### src/rtl/ieb_pkg.sv
// Shared types, codes and constants of the I2C EEPROM byte master.
package ieb_pkg;

  localparam int unsigned QueueDepthDef = 2;

  localparam int unsigned DevAddrW = 7;
  localparam int unsigned PhaseW   = 8;
  localparam int unsigned WaitW    = 16;
  localparam int unsigned ByteW    = 8;
  localparam int unsigned BitIdxW  = 4;
  localparam int unsigned ReqW     = 2;
  localparam int unsigned CfgIdxW  = 2;
  localparam int unsigned CfgDataW = 16;

  localparam logic [DevAddrW-1:0] DevAddrRst = 7'd80;
  localparam logic [PhaseW-1:0]   PhaseRst   = 8'd6;
  localparam logic [WaitW-1:0]    WaitRst    = 16'd5;

  typedef enum logic [CfgIdxW-1:0] {
    CfgDevAddr = 2'd0,
    CfgPhase   = 2'd1,
    CfgWait    = 2'd2
  } cfg_idx_e;

  typedef enum logic [ReqW-1:0] {
    ReqTick  = 2'd0,
    ReqWrite = 2'd1,
    ReqRead  = 2'd2
  } req_e;

  typedef enum logic [1:0] {
    OpTick  = 2'd0,
    OpWrite = 2'd1,
    OpRead  = 2'd2,
    OpNone  = 2'd3
  } op_e;

  typedef struct packed {
    op_e              op;
    logic [ByteW-1:0] mem_addr;
    logic [ByteW-1:0] write_data;
    logic             sda;
  } cmd_t;

  typedef struct packed {
    logic [DevAddrW-1:0] dev_addr;
    logic [PhaseW-1:0]   phase_ticks;
    logic [WaitW-1:0]    post_wait;
  } cfg_t;

  typedef struct packed {
    logic             scl;
    logic             sda;
    logic             busy;
    logic             done;
    logic [ByteW-1:0] read_data;
    logic             nack;
  } res_t;

endpackage

### src/rtl/ieb_front.sv
// Front end: classifies incoming words and holds them in a short command queue.
module ieb_front #(
  parameter int unsigned QueueDepth = ieb_pkg::QueueDepthDef
) (
  input  logic                       clk_i,
  input  logic                       rst_ni,
  input  logic                       in_valid_i,
  output logic                       in_stall_o,
  input  logic [ieb_pkg::ReqW-1:0]   req_type_i,
  input  logic [ieb_pkg::ByteW-1:0]  mem_addr_i,
  input  logic [ieb_pkg::ByteW-1:0]  write_data_i,
  input  logic                       sda_in_i,
  output logic                       cmd_valid_o,
  input  logic                       cmd_pop_i,
  output ieb_pkg::cmd_t              cmd_o
);
  import ieb_pkg::*;

  localparam int unsigned PtrW = (QueueDepth > 1) ? $clog2(QueueDepth) : 1;
  localparam int unsigned CntW = $clog2(QueueDepth + 1);
  localparam logic [PtrW-1:0] LastPtr = PtrW'(QueueDepth - 1);
  localparam logic [CntW-1:0] FullCnt = CntW'(QueueDepth);

  cmd_t            mem_q [QueueDepth];
  logic [PtrW-1:0] wptr_q, wptr_d, rptr_q, rptr_d;
  logic [CntW-1:0] cnt_q, cnt_d;
  logic            push;
  cmd_t            cmd_new;

  always_comb begin
    cmd_new.mem_addr   = mem_addr_i;
    cmd_new.write_data = write_data_i;
    cmd_new.sda        = sda_in_i;
    case (req_type_i)
      ReqTick:  cmd_new.op = OpTick;
      ReqWrite: cmd_new.op = OpWrite;
      ReqRead:  cmd_new.op = OpRead;
      default:  cmd_new.op = OpNone;
    endcase
  end

  assign in_stall_o  = (cnt_q == FullCnt);
  assign push        = in_valid_i && !in_stall_o;
  assign cmd_valid_o = (cnt_q != '0);
  assign cmd_o       = mem_q[rptr_q];

  always_comb begin
    wptr_d = wptr_q;
    rptr_d = rptr_q;
    cnt_d  = cnt_q;
    if (push) begin
      wptr_d = (wptr_q == LastPtr) ? '0 : wptr_q + 1'b1;
    end
    if (cmd_pop_i) begin
      rptr_d = (rptr_q == LastPtr) ? '0 : rptr_q + 1'b1;
    end
    if (push && !cmd_pop_i) begin
      cnt_d = cnt_q + 1'b1;
    end else if (!push && cmd_pop_i) begin
      cnt_d = cnt_q - 1'b1;
    end
  end

  always_ff @(posedge clk_i or negedge rst_ni) begin
    if (!rst_ni) begin
      wptr_q <= '0;
      rptr_q <= '0;
      cnt_q  <= '0;
    end else begin
      wptr_q <= wptr_d;
      rptr_q <= rptr_d;
      cnt_q  <= cnt_d;
    end
  end

  always_ff @(posedge clk_i) begin
    if (push) begin
      mem_q[wptr_q] <= cmd_new;
    end
  end

endmodule

### src/rtl/ieb_back.sv
// Back end: the bus sequencer that carries out one queued word per cycle while its output register is free or read.
module ieb_back (
  input  logic          clk_i,
  input  logic          rst_ni,
  input  ieb_pkg::cfg_t cfg_i,
  input  logic          cmd_valid_i,
  output logic          cmd_pop_o,
  input  ieb_pkg::cmd_t cmd_i,
  output logic          out_valid_o,
  input  logic          out_stall_i,
  output ieb_pkg::res_t res_o
);
  import ieb_pkg::*;

  typedef enum logic [17:0] {
    StIdle   = 18'h00001,
    StStartA = 18'h00002,
    StStartB = 18'h00004,
    StRsA    = 18'h00008,
    StRsB    = 18'h00010,
    StTx0    = 18'h00020,
    StTx1    = 18'h00040,
    StTx2    = 18'h00080,
    StAck0   = 18'h00100,
    StAck1   = 18'h00200,
    StRxH    = 18'h00400,
    StRxL    = 18'h00800,
    StNaA    = 18'h01000,
    StNaB    = 18'h02000,
    StNaC    = 18'h04000,
    StStopA  = 18'h08000,
    StStopB  = 18'h10000,
    StWait   = 18'h20000
  } state_e;

  localparam logic [1:0] SlotDev  = 2'd0;
  localparam logic [1:0] SlotAddr = 2'd1;
  localparam logic [1:0] SlotLast = 2'd2;

  state_e             state_q, state_d;
  logic [1:0]         slot_q, slot_d;
  logic [PhaseW-1:0]  phase_q, phase_d;
  logic [BitIdxW-1:0] bit_q, bit_d;
  logic [ByteW-1:0]   shift_q, shift_d;
  logic [ByteW-1:0]   addr_q, addr_d;
  logic [ByteW-1:0]   data_q, data_d;
  logic               is_read_q, is_read_d;
  logic [WaitW-1:0]   wait_q, wait_d;
  logic               nack_q, nack_d;
  logic [ByteW-1:0]   rx_q, rx_d;
  logic               scl_q, scl_d;
  logic               sda_q, sda_d;
  logic               done_q, done_d;
  logic               out_valid_q, out_valid_d;

  logic               fire;
  logic [PhaseW-1:0]  limit;
  logic [PhaseW-1:0]  phase_inc;
  logic [BitIdxW-1:0] bit_inc;
  logic [ByteW-1:0]   dev_wr;
  logic [ByteW-1:0]   dev_rd;

  assign fire      = cmd_valid_i && (!out_valid_q || !out_stall_i);
  assign cmd_pop_o = fire;
  assign limit     = (cfg_i.phase_ticks == '0) ? PhaseW'(1) : cfg_i.phase_ticks;
  assign phase_inc = phase_q + 1'b1;
  assign bit_inc   = bit_q + 1'b1;
  assign dev_wr    = {cfg_i.dev_addr, 1'b0};
  assign dev_rd    = {cfg_i.dev_addr, 1'b1};

  always_comb begin
    state_d     = state_q;
    slot_d      = slot_q;
    phase_d     = phase_q;
    bit_d       = bit_q;
    shift_d     = shift_q;
    addr_d      = addr_q;
    data_d      = data_q;
    is_read_d   = is_read_q;
    wait_d      = wait_q;
    nack_d      = nack_q;
    rx_d        = rx_q;
    scl_d       = scl_q;
    sda_d       = sda_q;
    done_d      = done_q;
    out_valid_d = out_valid_q;

    if (!out_stall_i) begin
      out_valid_d = 1'b0;
    end

    if (fire) begin
      out_valid_d = 1'b1;
      done_d      = 1'b0;
      case (cmd_i.op)
        OpTick: begin
          if (state_q == StWait) begin
            if (wait_q >= cfg_i.post_wait) begin
              state_d = StIdle;
              done_d  = 1'b1;
            end else begin
              wait_d = wait_q + 1'b1;
            end
          end else if (state_q != StIdle) begin
            if (phase_inc >= limit) begin
              phase_d = '0;
              case (state_q)
                StStartA: begin
                  sda_d   = 1'b0;
                  state_d = StStartB;
                end
                StRsA: begin
                  sda_d   = 1'b0;
                  state_d = StRsB;
                end
                StStartB: begin
                  shift_d = dev_wr;
                  bit_d   = '0;
                  scl_d   = 1'b0;
                  slot_d  = SlotDev;
                  state_d = StTx0;
                end
                StRsB: begin
                  shift_d = dev_rd;
                  bit_d   = '0;
                  scl_d   = 1'b0;
                  slot_d  = SlotLast;
                  state_d = StTx0;
                end
                StTx0: begin
                  sda_d   = shift_q[ByteW-1];
                  state_d = StTx1;
                end
                StTx1: begin
                  scl_d   = 1'b1;
                  shift_d = {shift_q[ByteW-2:0], 1'b0};
                  state_d = StTx2;
                end
                StTx2: begin
                  bit_d = bit_inc;
                  if (!bit_inc[BitIdxW-1]) begin
                    scl_d   = 1'b0;
                    state_d = StTx0;
                  end else begin
                    scl_d   = 1'b1;
                    sda_d   = 1'b1;
                    state_d = StAck0;
                  end
                end
                StAck0: begin
                  if (cmd_i.sda) begin
                    nack_d = 1'b1;
                  end
                  scl_d   = 1'b0;
                  state_d = StAck1;
                end
                StAck1: begin
                  if (slot_q == SlotDev) begin
                    shift_d = addr_q;
                    bit_d   = '0;
                    scl_d   = 1'b0;
                    slot_d  = SlotAddr;
                    state_d = StTx0;
                  end else if (slot_q == SlotAddr) begin
                    if (is_read_q) begin
                      scl_d   = 1'b1;
                      sda_d   = 1'b1;
                      state_d = StRsA;
                    end else begin
                      shift_d = data_q;
                      bit_d   = '0;
                      scl_d   = 1'b0;
                      slot_d  = SlotLast;
                      state_d = StTx0;
                    end
                  end else if (is_read_q) begin
                    scl_d   = 1'b1;
                    sda_d   = 1'b1;
                    bit_d   = '0;
                    state_d = StRxH;
                  end else begin
                    sda_d   = 1'b0;
                    scl_d   = 1'b1;
                    state_d = StStopA;
                  end
                end
                StRxH: begin
                  rx_d    = {rx_q[ByteW-2:0], cmd_i.sda};
                  scl_d   = 1'b0;
                  state_d = StRxL;
                end
                StRxL: begin
                  bit_d = bit_inc;
                  if (!bit_inc[BitIdxW-1]) begin
                    scl_d   = 1'b1;
                    state_d = StRxH;
                  end else begin
                    scl_d   = 1'b0;
                    sda_d   = 1'b1;
                    state_d = StNaA;
                  end
                end
                StNaA: begin
                  scl_d   = 1'b1;
                  state_d = StNaB;
                end
                StNaB: begin
                  scl_d   = 1'b0;
                  sda_d   = 1'b1;
                  state_d = StNaC;
                end
                StNaC: begin
                  sda_d   = 1'b0;
                  scl_d   = 1'b1;
                  state_d = StStopA;
                end
                StStopA: begin
                  sda_d   = 1'b1;
                  state_d = StStopB;
                end
                StStopB: begin
                  wait_d  = '0;
                  state_d = StWait;
                end
                default: begin
                  state_d = StIdle;
                end
              endcase
            end else begin
              phase_d = phase_inc;
            end
          end
        end
        OpWrite, OpRead: begin
          if (state_q == StIdle) begin
            addr_d    = cmd_i.mem_addr;
            data_d    = cmd_i.write_data;
            is_read_d = (cmd_i.op == OpRead);
            nack_d    = 1'b0;
            phase_d   = '0;
            bit_d     = '0;
            scl_d     = 1'b1;
            sda_d     = 1'b1;
            state_d   = StStartA;
          end
        end
        default: begin
        end
      endcase
    end
  end

  always_ff @(posedge clk_i or negedge rst_ni) begin
    if (!rst_ni) begin
      state_q     <= StIdle;
      slot_q      <= SlotDev;
      phase_q     <= '0;
      bit_q       <= '0;
      shift_q     <= '0;
      addr_q      <= '0;
      data_q      <= '0;
      is_read_q   <= 1'b0;
      wait_q      <= '0;
      nack_q      <= 1'b0;
      rx_q        <= '0;
      scl_q       <= 1'b1;
      sda_q       <= 1'b1;
      done_q      <= 1'b0;
      out_valid_q <= 1'b0;
    end else begin
      state_q     <= state_d;
      slot_q      <= slot_d;
      phase_q     <= phase_d;
      bit_q       <= bit_d;
      shift_q     <= shift_d;
      addr_q      <= addr_d;
      data_q      <= data_d;
      is_read_q   <= is_read_d;
      wait_q      <= wait_d;
      nack_q      <= nack_d;
      rx_q        <= rx_d;
      scl_q       <= scl_d;
      sda_q       <= sda_d;
      done_q      <= done_d;
      out_valid_q <= out_valid_d;
    end
  end

  assign out_valid_o     = out_valid_q;
  assign res_o.scl       = scl_q;
  assign res_o.sda       = sda_q;
  assign res_o.busy      = (state_q != StIdle);
  assign res_o.done      = done_q;
  assign res_o.read_data = rx_q;
  assign res_o.nack      = nack_q;

endmodule

### src/rtl/i2c_eeprom_byte_master.sv
// Top level of the I2C EEPROM byte master: configuration registers, front end and sequencer.
// Every input word yields one result word; one word is taken per clock cycle when not stalled.
// A word taken into an empty queue passes through its queue entry and the sequencer's output register to the outputs.
// The sequencer retires one queued word per cycle while its output register is free or read.
// Reset clears the queue, puts the sequencer in idle with both lines released and loads
// the configuration reset values.
module i2c_eeprom_byte_master #(
  parameter int unsigned QueueDepth = ieb_pkg::QueueDepthDef
) (
  input  logic                         clk_i,
  input  logic                         rst_ni,
  input  logic                         cfg_we_i,
  input  logic [ieb_pkg::CfgIdxW-1:0]  cfg_idx_i,
  input  logic [ieb_pkg::CfgDataW-1:0] cfg_wdata_i,
  input  logic                         in_valid_i,
  output logic                         in_stall_o,
  input  logic [ieb_pkg::ReqW-1:0]     req_type_i,
  input  logic [ieb_pkg::ByteW-1:0]    mem_addr_i,
  input  logic [ieb_pkg::ByteW-1:0]    write_data_i,
  input  logic                         sda_in_i,
  output logic                         out_valid_o,
  input  logic                         out_stall_i,
  output logic                         scl_level_o,
  output logic                         sda_drive_o,
  output logic                         busy_res_o,
  output logic                         done_res_o,
  output logic [ieb_pkg::ByteW-1:0]    read_data_o,
  output logic                         nack_seen_o
);
  import ieb_pkg::*;

  cfg_t cfg_q, cfg_d;
  cmd_t cmd;
  res_t res;
  logic cmd_valid;
  logic cmd_pop;

  always_comb begin
    cfg_d = cfg_q;
    if (cfg_we_i) begin
      case (cfg_idx_i)
        CfgDevAddr: cfg_d.dev_addr    = cfg_wdata_i[DevAddrW-1:0];
        CfgPhase:   cfg_d.phase_ticks = cfg_wdata_i[PhaseW-1:0];
        CfgWait:    cfg_d.post_wait   = cfg_wdata_i[WaitW-1:0];
        default: begin
        end
      endcase
    end
  end

  always_ff @(posedge clk_i or negedge rst_ni) begin
    if (!rst_ni) begin
      cfg_q.dev_addr    <= DevAddrRst;
      cfg_q.phase_ticks <= PhaseRst;
      cfg_q.post_wait   <= WaitRst;
    end else begin
      cfg_q <= cfg_d;
    end
  end

  ieb_front #(
    .QueueDepth(QueueDepth)
  ) u_front (
    .clk_i       (clk_i),
    .rst_ni      (rst_ni),
    .in_valid_i  (in_valid_i),
    .in_stall_o  (in_stall_o),
    .req_type_i  (req_type_i),
    .mem_addr_i  (mem_addr_i),
    .write_data_i(write_data_i),
    .sda_in_i    (sda_in_i),
    .cmd_valid_o (cmd_valid),
    .cmd_pop_i   (cmd_pop),
    .cmd_o       (cmd)
  );

  ieb_back u_back (
    .clk_i      (clk_i),
    .rst_ni     (rst_ni),
    .cfg_i      (cfg_q),
    .cmd_valid_i(cmd_valid),
    .cmd_pop_o  (cmd_pop),
    .cmd_i      (cmd),
    .out_valid_o(out_valid_o),
    .out_stall_i(out_stall_i),
    .res_o      (res)
  );

  assign scl_level_o = res.scl;
  assign sda_drive_o = res.sda;
  assign busy_res_o  = res.busy;
  assign done_res_o  = res.done;
  assign read_data_o = res.read_data;
  assign nack_seen_o = res.nack;

endmodule

### config.mk
export PLATFORM = sky130hd
export DESIGN_NAME = i2c_eeprom_byte_master
export DESIGN_NICKNAME = d
export VERILOG_FILES = /design/src/rtl/ieb_pkg.sv /design/src/rtl/ieb_front.sv /design/src/rtl/ieb_back.sv /design/src/rtl/i2c_eeprom_byte_master.sv
export SDC_FILE = /design/constraint.sdc
export NUM_CORES = 1
export LEC_CHECK = 0
export BUFFER_PORTS_ARGS = -buffer_cell sky130_fd_sc_hd__buf_4
export CORE_ASPECT_RATIO = 2
export CORE_MARGIN = 10
export CORE_UTILIZATION = 55
export DETAILED_ROUTE_END_ITERATION = 6
export GPL_TIMING_DRIVEN = 0
export MAX_ROUTING_LAYER = met4
export PLACE_DENSITY = 0.82
export RECOVER_POWER = 25
export SYNTH_ARGS = -nofsm -noshare
export SYNTH_HDL_FRONTEND = slang
export SYNTH_SLANG_ARGS = --single-unit
export TNS_END_PERCENT = 30
### constraint.sdc
create_clock -name clk_i -period 4.6 [get_ports clk_i]
set_input_delay 0.69 -clock clk_i [delete_from_list [all_inputs] [get_ports clk_i]]
set_output_delay 0.69 -clock clk_i [all_outputs]
set_load 0.02 [all_outputs]
==> results.py, run 1 <==
metrics = {
    "power_and_ir_drop": {
        "powerDensity_nw_per_um2": 489,
        "p_leak_nw": 4.20,
        "peakVddDrop_mv": 0.493,
    },
    "cts": {
        "clkTransAtPathRegs_ns": 0.06,
        "cts-hold-fix-buffers": 0,
        "cts_max_level": 4,
        "cts_tree": "done",
        "clock_latency_ns": 0.43,
        "clock_sinks": 159,
        "clockBufferDepth": 2,
        "numCtsBuffers": 17,
        "cts_root_buffer": "clkbuf_16",
    },
    "sta": {
        "min_period_ns": 4.28,
        "worst_pin_slew_ns": 2.03,
        "finalCritPeriodShare_pct": 93.0,
        "tns_ns": 0,
        "timing.fmax_mhz": 234,
        "rsz0062_at_grt": "no",
        "hold_violations": 0,
        "max_slew_margin_pct": -35.5,
        "setup_violations": 0,
        "slew_viol_final": 124,
        "fin_skew_ns": 0.0144,
    },
    "floorplan": {
        "top_level_ports": 57,
        "start_util_pct": 55.9,
        "coreArea_um2": 14300,
        "die_w_um": 105,
        "die_area_um2": 20000,
        "fp.dieH_um": 190,
        "num_rows": 62,
    },
    "worst_setup_path": {
        "endpoint_kind": "register",
        "crit_path_max_fanout": 10,
        "startpoint_type": "register",
        "arrival_ns": 4.60,
        "ff2ff_setup_slack_ns": 0.32,
        "cp.required_ns": 4.92,
        "crit_type": "register to register",
        "ff2ff_path_depth": 14,
    },
    "placement": {
        "dp_hpwl_um": 13400,
        "io_buffer_count": 54,
        "placed_cell_area_um2": 8660,
        "gp_congestion": 0.958,
        "numPlacedInstances": 987,
    },
    "drt": {
        "ant_nets": 0,
        "dr.pass1.iters": 5,
        "drc": 0,
        "wl_per_cell_um": 17.7,
        "wl_um": 18100,
        "first_iter_violations": 324,
        "viasPerCell": 5.87,
        "num_vias": 5983,
    },
    "final_layout": {
        "final_cells": 1019,
        "fin_area_um2": 9220,
        "syn2layout_area_growth_pct": 15.6,
        "nFillCells": 1162,
        "nNetsFinal": 887,
        "final_cell_mix": "112 x dfrtp_1, 97 x nand2_1, 50 x o21ai_0, 42 x mux2_2, 39 x inv_1",
        "fin_util_pct": 64.6,
        "seqCellArea_um2": 4180,
        "multi_input_area_um2": 3530,
        "drive_gt1_share_pct": 19.5,
        "diodes": 0,
        "layout_commonest_cell": "dfrtp_1",
    },
    "min_path": {
        "min_path_cells": 1,
        "hold_path.class": "input port to register",
    },
    "outcome": {
        "status": "complete, but fails checks",
        "violations": "capacitance limit, slew limit",
    },
    "run": {
        "drv_cap": 2,
    },
    "global_routing": {
        "grt_max_degree": 83,
        "grt_pass1_vias": 6284,
        "overflow": 0,
        "grt_usage_pct": 19.1,
        "grt_first_pass_wirelength_um": 30100,
        "antenna_found_initial": 0,
    },
    "synth": {
        "ys.flop_type": "dfrtp_1",
        "yosysSeqAreaShare_pct": 52.4,
        "avgSynthCellArea_um2": 10.8,
        "synth_area_um2": 7980,
        "ys_warn_count": 0,
        "syn_nets": 813,
        "syn_inst": 740,
        "ys_ff_latch": 159,
        "ys_types": 69,
        "synth_edf_count": 38,
        "ys_async_sr_fraction_pct": 76.1,
    },
}
-- layout make-up --
cell class	count	share of cell area, %
Clock inverter	11	1.45
Multi-Input combinational cell	510	38.3
Sequential cell	159	45.3
Timing Repair Buffer	55	4.41
Inverter	40	1.63
Clock buffer	21	4.83
Tap cell	192	2.61
Buffer	31	1.47
-- sequential cells by signal (all words and copies together) (netlist names) --
name	count
cfg_q	31
u_back.addr_q	8
u_back.bit_q	4
u_back.data_q	8
u_back.done_q	1
u_back.is_read_q	1
u_back.nack_q	1
u_back.out_valid_o	1
u_back.phase_q	8
u_back.rx_q	8
u_back.scl_q	1
u_back.sda_q	1
u_back.shift_q	8
u_back.slot_q	2
u_back.state_q	18
u_back.wait_q	16
u_front.cnt_q	2
u_front.mem_q	38
u_front.rptr_q	1
u_front.wptr_q	1
-- through the flow --
step / total power, mW / worst slack (ns) / hold slack (ns)
floorplan: 2.73 / 1.03 / 0.394
global placement: 3.07 / 0.148 / 0.461
detailed placement: 3.12 / 0.0625 / 0.470
CTS: 4.52 / 0.0395 / 0.163
global route: 4.76 / 0.00955 / 0.462
finish: 4.51 / 0.323 / 0.462
-- timing repair --
item                                   4_1_cts  5_1_grt
buffers inserted                             0        0
gates resized for setup                      0        3
setup endpoints to repair                    0        7
endpoints found under the hold margin        0        0
-- power breakdown --
group	switching, mW	leakage, nW	internal (mW)	total (mW)
sequential	0.142	1.91	1.73	1.87
clock	0.583	0.282	0.817	1.40
combinational	0.774	2.01	0.460	1.23
total	1.50	4.20	3.01	4.51
-- cell usage after synthesis (3+ instances only) --
cell type | count | area (um^2)
nand4_1 | 16 | 100
mux2_2 | 42 | 473
clkbuf_1 | 21 | 78.8
dfstp_2 | 9 | 236
nor3_1 | 5 | 25.0
nor4_1 | 17 | 106
xnor2_1 | 8 | 70.1
inv_1 | 39 | 146
or4_1 | 10 | 75.1
a21o_1 | 3 | 22.5
a41oi_1 | 4 | 35.0
o31ai_1 | 7 | 52.6
mux2i_1 | 29 | 290
a21oi_1 | 28 | 140
nand3_1 | 22 | 110
nand2_1 | 97 | 364
nand2b_1 | 13 | 81.3
nor2_1 | 30 | 113
buf_2 | 7 | 35.0
a31oi_1 | 17 | 106
ha_1 | 31 | 388
o21ai_0 | 50 | 250
nand3b_1 | 6 | 45.0
nand4b_1 | 6 | 52.6
xor2_1 | 8 | 70.1
dfrtp_1 | 112 | 2800
o21ai_1 | 7 | 35.0
edfxtp_1 | 38 | 1140
or2_2 | 3 | 18.8
and3_1 | 7 | 43.8
-- cell families after synthesis --
kind of cell / Yosys count / share of synthesized area, %
flops: 159 / 52.4
compound gates: 146 / 12.0
fa+ha+maj: 31 / 4.86
xor+xnor: 16 / 1.76
buf+inv: 71 / 3.56
simple gates: 246 / 15.9
mux: 71 / 9.56
-- final timing paths --
path                              startpoint                   end
max in group asynchronous             rst_ni        u_front.wptr_q
min reg2reg                 u_back.addr_q[0]      u_back.addr_q[0]
min                            req_type_i[1]  u_front.mem_q[1][18]
max reg2reg                u_back.phase_q[0]     u_back.shift_q[1]
min in group asynchronous             rst_ni             cfg_q[13]
max                        u_back.phase_q[0]     u_back.shift_q[1]
-- routing by layer --
metal / vias up / track usage, % / part of all wire (%)
met5: - / - / 0
met3: 62 / 3.69 / 4.0
li1: 2856 / - / -
met4: 0 / 10.4 / 4.4
met2: 183 / 35.8 / 56
met1: 2882 / 17.6 / 36
-- critical path: stages, from the launching register on --
cell and delay (ns):
dfrtp_1 0.46, ha_1 0.23, nand3_1 0.13, nor2_1 0.16, xor2_1 0.23, ha_1 0.30
a21oi_1 0.15, a21boi_0 0.11, a311oi_1 1.03, clkbuf_1 0.46, nor3_1 0.15, o31ai_1 0.24
buf_2 0.33, nand2_1 0.07, o21ai_0 0.10
Note: power is estimated with default switching activity, not from simulation.
==> run 2: changes to the inputs <==
==> constraint.sdc (replaced) <==
create_clock -name clk_i -period 5.4 [get_ports clk_i]
set_input_delay 0.81 -clock clk_i [delete_from_list [all_inputs] [get_ports clk_i]]
set_output_delay 0.81 -clock clk_i [all_outputs]
set_load 0.02 [all_outputs]
==> run 2 against run 1 <==
  * Largest cell class unchanged
  * Non-clock buffer count unchanged
  * Global-route usage stayed put
  * The run still ends with capacitance limit, slew limit left
  * Critical path depth decreased by 4
  * Sequential share of layout area increased by 0.062 points
  * Routed wire length decreased by 0.42%
  * Hold slack gained 0.018 ns
==> results.py, run 2 (synthesis results as in run 1) <==
metrics = {
    "sta": {
        "rsz0062_at_grt": "no",
        "finalCritPeriodShare_pct": 84.9,
        "fin_skew_ns": 0.0131,
        "hold_ws_ns": 0.480,
        "max_slew_margin_pct": -36.1,
        "min_period_ns": 4.58,
        "timing.fmax_mhz": 218,
        "hold_violations": 0,
        "worst_pin_slew_ns": 2.04,
        "tns_ns": 0,
        "setup_violations": 0,
        "slew_viol_final": 124,
    },
    "outcome": {
        "status": "complete, but fails checks",
        "violations": "capacitance limit, slew limit",
    },
    "power_and_ir_drop": {
        "clkPwrFrac_pct": 31.1,
        "powerDensity_nw_per_um2": 416,
        "seqPwrFrac_pct": 41.7,
        "peakVddDrop_mv": 0.418,
        "comb_power_share_pct": 27.2,
        "power_switching_share_pct": 33.1,
        "internal_power_mw": 2.56,
        "p_leak_nw": 4.19,
        "switching_power_mw": 1.27,
    },
    "worst_setup_path": {
        "cp.required_ns": 5.75,
        "timing.rr.start": "u_front.rptr_q",
        "path_buf_inv": 3,
        "crit_type": "register to register",
        "arrival_ns": 4.94,
        "cp-startpoint": "u_front.rptr_q",
        "slowest_stage": "o41ai_2",
        "cp_cell_sequence": "buf_1, clkbuf_1, mux2i_1, ha_1, clkbuf_1, o21ai_0, o41ai_2, nand2_1, a21oi_1, mux2_2",
        "worst-path-stages": 10,
        "startpoint_type": "register",
        "crit_path_max_fanout": 10,
        "cpMostUsedCell": "clkbuf_1",
        "critPathMaxStageDelay_ns": 0.85,
        "ff2ff_path_depth": 10,
        "crit_family": "buffers and inverters",
        "endpoint_kind": "register",
    },
    "floorplan": {
        "top_level_ports": 57,
        "fp.dieH_um": 190,
        "num_rows": 62,
        "coreArea_um2": 14300,
        "start_util_pct": 55.9,
        "die_area_um2": 20000,
        "die_w_um": 105,
    },
    "drt": {
        "ant_nets": 0,
        "wl_um": 18000,
        "drc": 0,
        "viasPerCell": 5.84,
        "dr.pass1.iters": 5,
        "wl_per_cell_um": 17.6,
        "first_iter_violations": 316,
        "num_vias": 5953,
    },
    "final_layout": {
        "nFillCells": 1165,
        "largest_reg_flops": 38,
        "largest_register": "u_front.mem_q",
        "nNetsFinal": 887,
        "drive_gt1_share_pct": 19.3,
        "diodes": 0,
        "layout_commonest_cell": "dfrtp_1",
        "syn2layout_area_growth_pct": 15.4,
        "final_cell_mix": "112 x dfrtp_1, 97 x nand2_1, 50 x o21ai_0, 42 x mux2_2, 39 x inv_1",
        "reg_top3": "u_front.mem_q: 38 flops, cfg_q: 31 flops, u_back.state_q: 18 flops",
    },
    "cts": {
        "cts_resized": 0,
        "clock_latency_ns": 0.43,
        "postCtsSetupBuffers": 0,
        "cts_max_level": 4,
        "cts_root_buffer": "clkbuf_16",
        "numCtsBuffers": 17,
        "cts_tree": "done",
        "clkTransAtPathRegs_ns": 0.06,
        "cts-hold-fix-buffers": 0,
        "clockBufferDepth": 2,
        "clock_sinks": 159,
    },
    "global_routing": {
        "grt_first_pass_wirelength_um": 30100,
        "antenna_found_initial": 0,
        "grt_max_degree": 83,
        "grt_usage_pct": 19.1,
        "grt_pass1_vias": 6284,
        "overflow": 0,
    },
    "placement": {
        "dp_hpwl_um": 13400,
        "gp_congestion": 0.958,
        "io_buffer_count": 54,
    },
    "min_path": {
        "min_from": "u_back.addr_q[0]",
        "hold_path.class": "register to register",
        "min_path_cells": 2,
    },
    "run": {
        "drv_cap": 2,
    },
}
==> run 2: final cells by class <==
cell class              instances  area (um^2)  share of cell area (%)
inverters                      40          150                    1.63
repair buffers                 55          407                    4.42
clock buffers                  21          445                    4.84
multi-input cells             510         3520                    38.2
well taps                     192          240                    2.61
plain buffers                  31          134                    1.45
flip-flops and latches        159         4180                    45.4
clock inverters                11          134                    1.45
==> run 2: power groups by stage <==
stage	sequential [mW]	clock, mW	combinational (mW)
after floorplan	1.60	0	0.727
after global placement	1.61	0	1.00
after detailed placement	1.62	0	1.04
after CTS	1.60	1.20	1.05
after global routing	1.63	1.25	1.17
final	1.60	1.19	1.04
==> run 2: stage by stage <==
step | power [mW] | instance area, um^2 | utilization [%] | setup WS (ns) | instances
floorplan | 2.33 | 7980 | - | 1.83 | 740
global placement | 2.61 | 8630 | 60.4 | 0.948 | 986
detailed placement | 2.66 | 8660 | 60.7 | 0.862 | 987
CTS | 3.85 | 9240 | 64.7 | 0.840 | 1019
global route | 4.04 | 9210 | 64.5 | 0.499 | 1019
finish | 3.83 | 9210 | 64.5 | 0.815 | 1019
==> run 2: metal layers <==
metal,part of all wire (%),global-route usage (%)
met1,36,17.6
met2,56,35.8
met3,3.8,3.69
met4,4.3,10.4
met5,0,-
==> run 2: worst paths after layout <==
check | endpoint | slack, ns
setup / recovery | u_back.sda_q | 0.82
hold / removal | u_back.addr_q[0] | 0.48
setup reg to reg | u_back.sda_q | 0.82
hold reg to reg | u_back.addr_q[0] | 0.48
max in group asynchronous | u_front.wptr_q | 1.58
min in group asynchronous | cfg_q[13] | 0.94
==> run 2: worst reg2reg max path, stage by stage (launching register included) <==
cell	delay (ns)
dfrtp_1	0.36
buf_1	0.56
clkbuf_1	0.64
mux2i_1	0.40
ha_1	0.21
clkbuf_1	0.37
o21ai_0	0.26
o41ai_2	0.85
nand2_1	0.30
a21oi_1	0.21
mux2_2	0.35
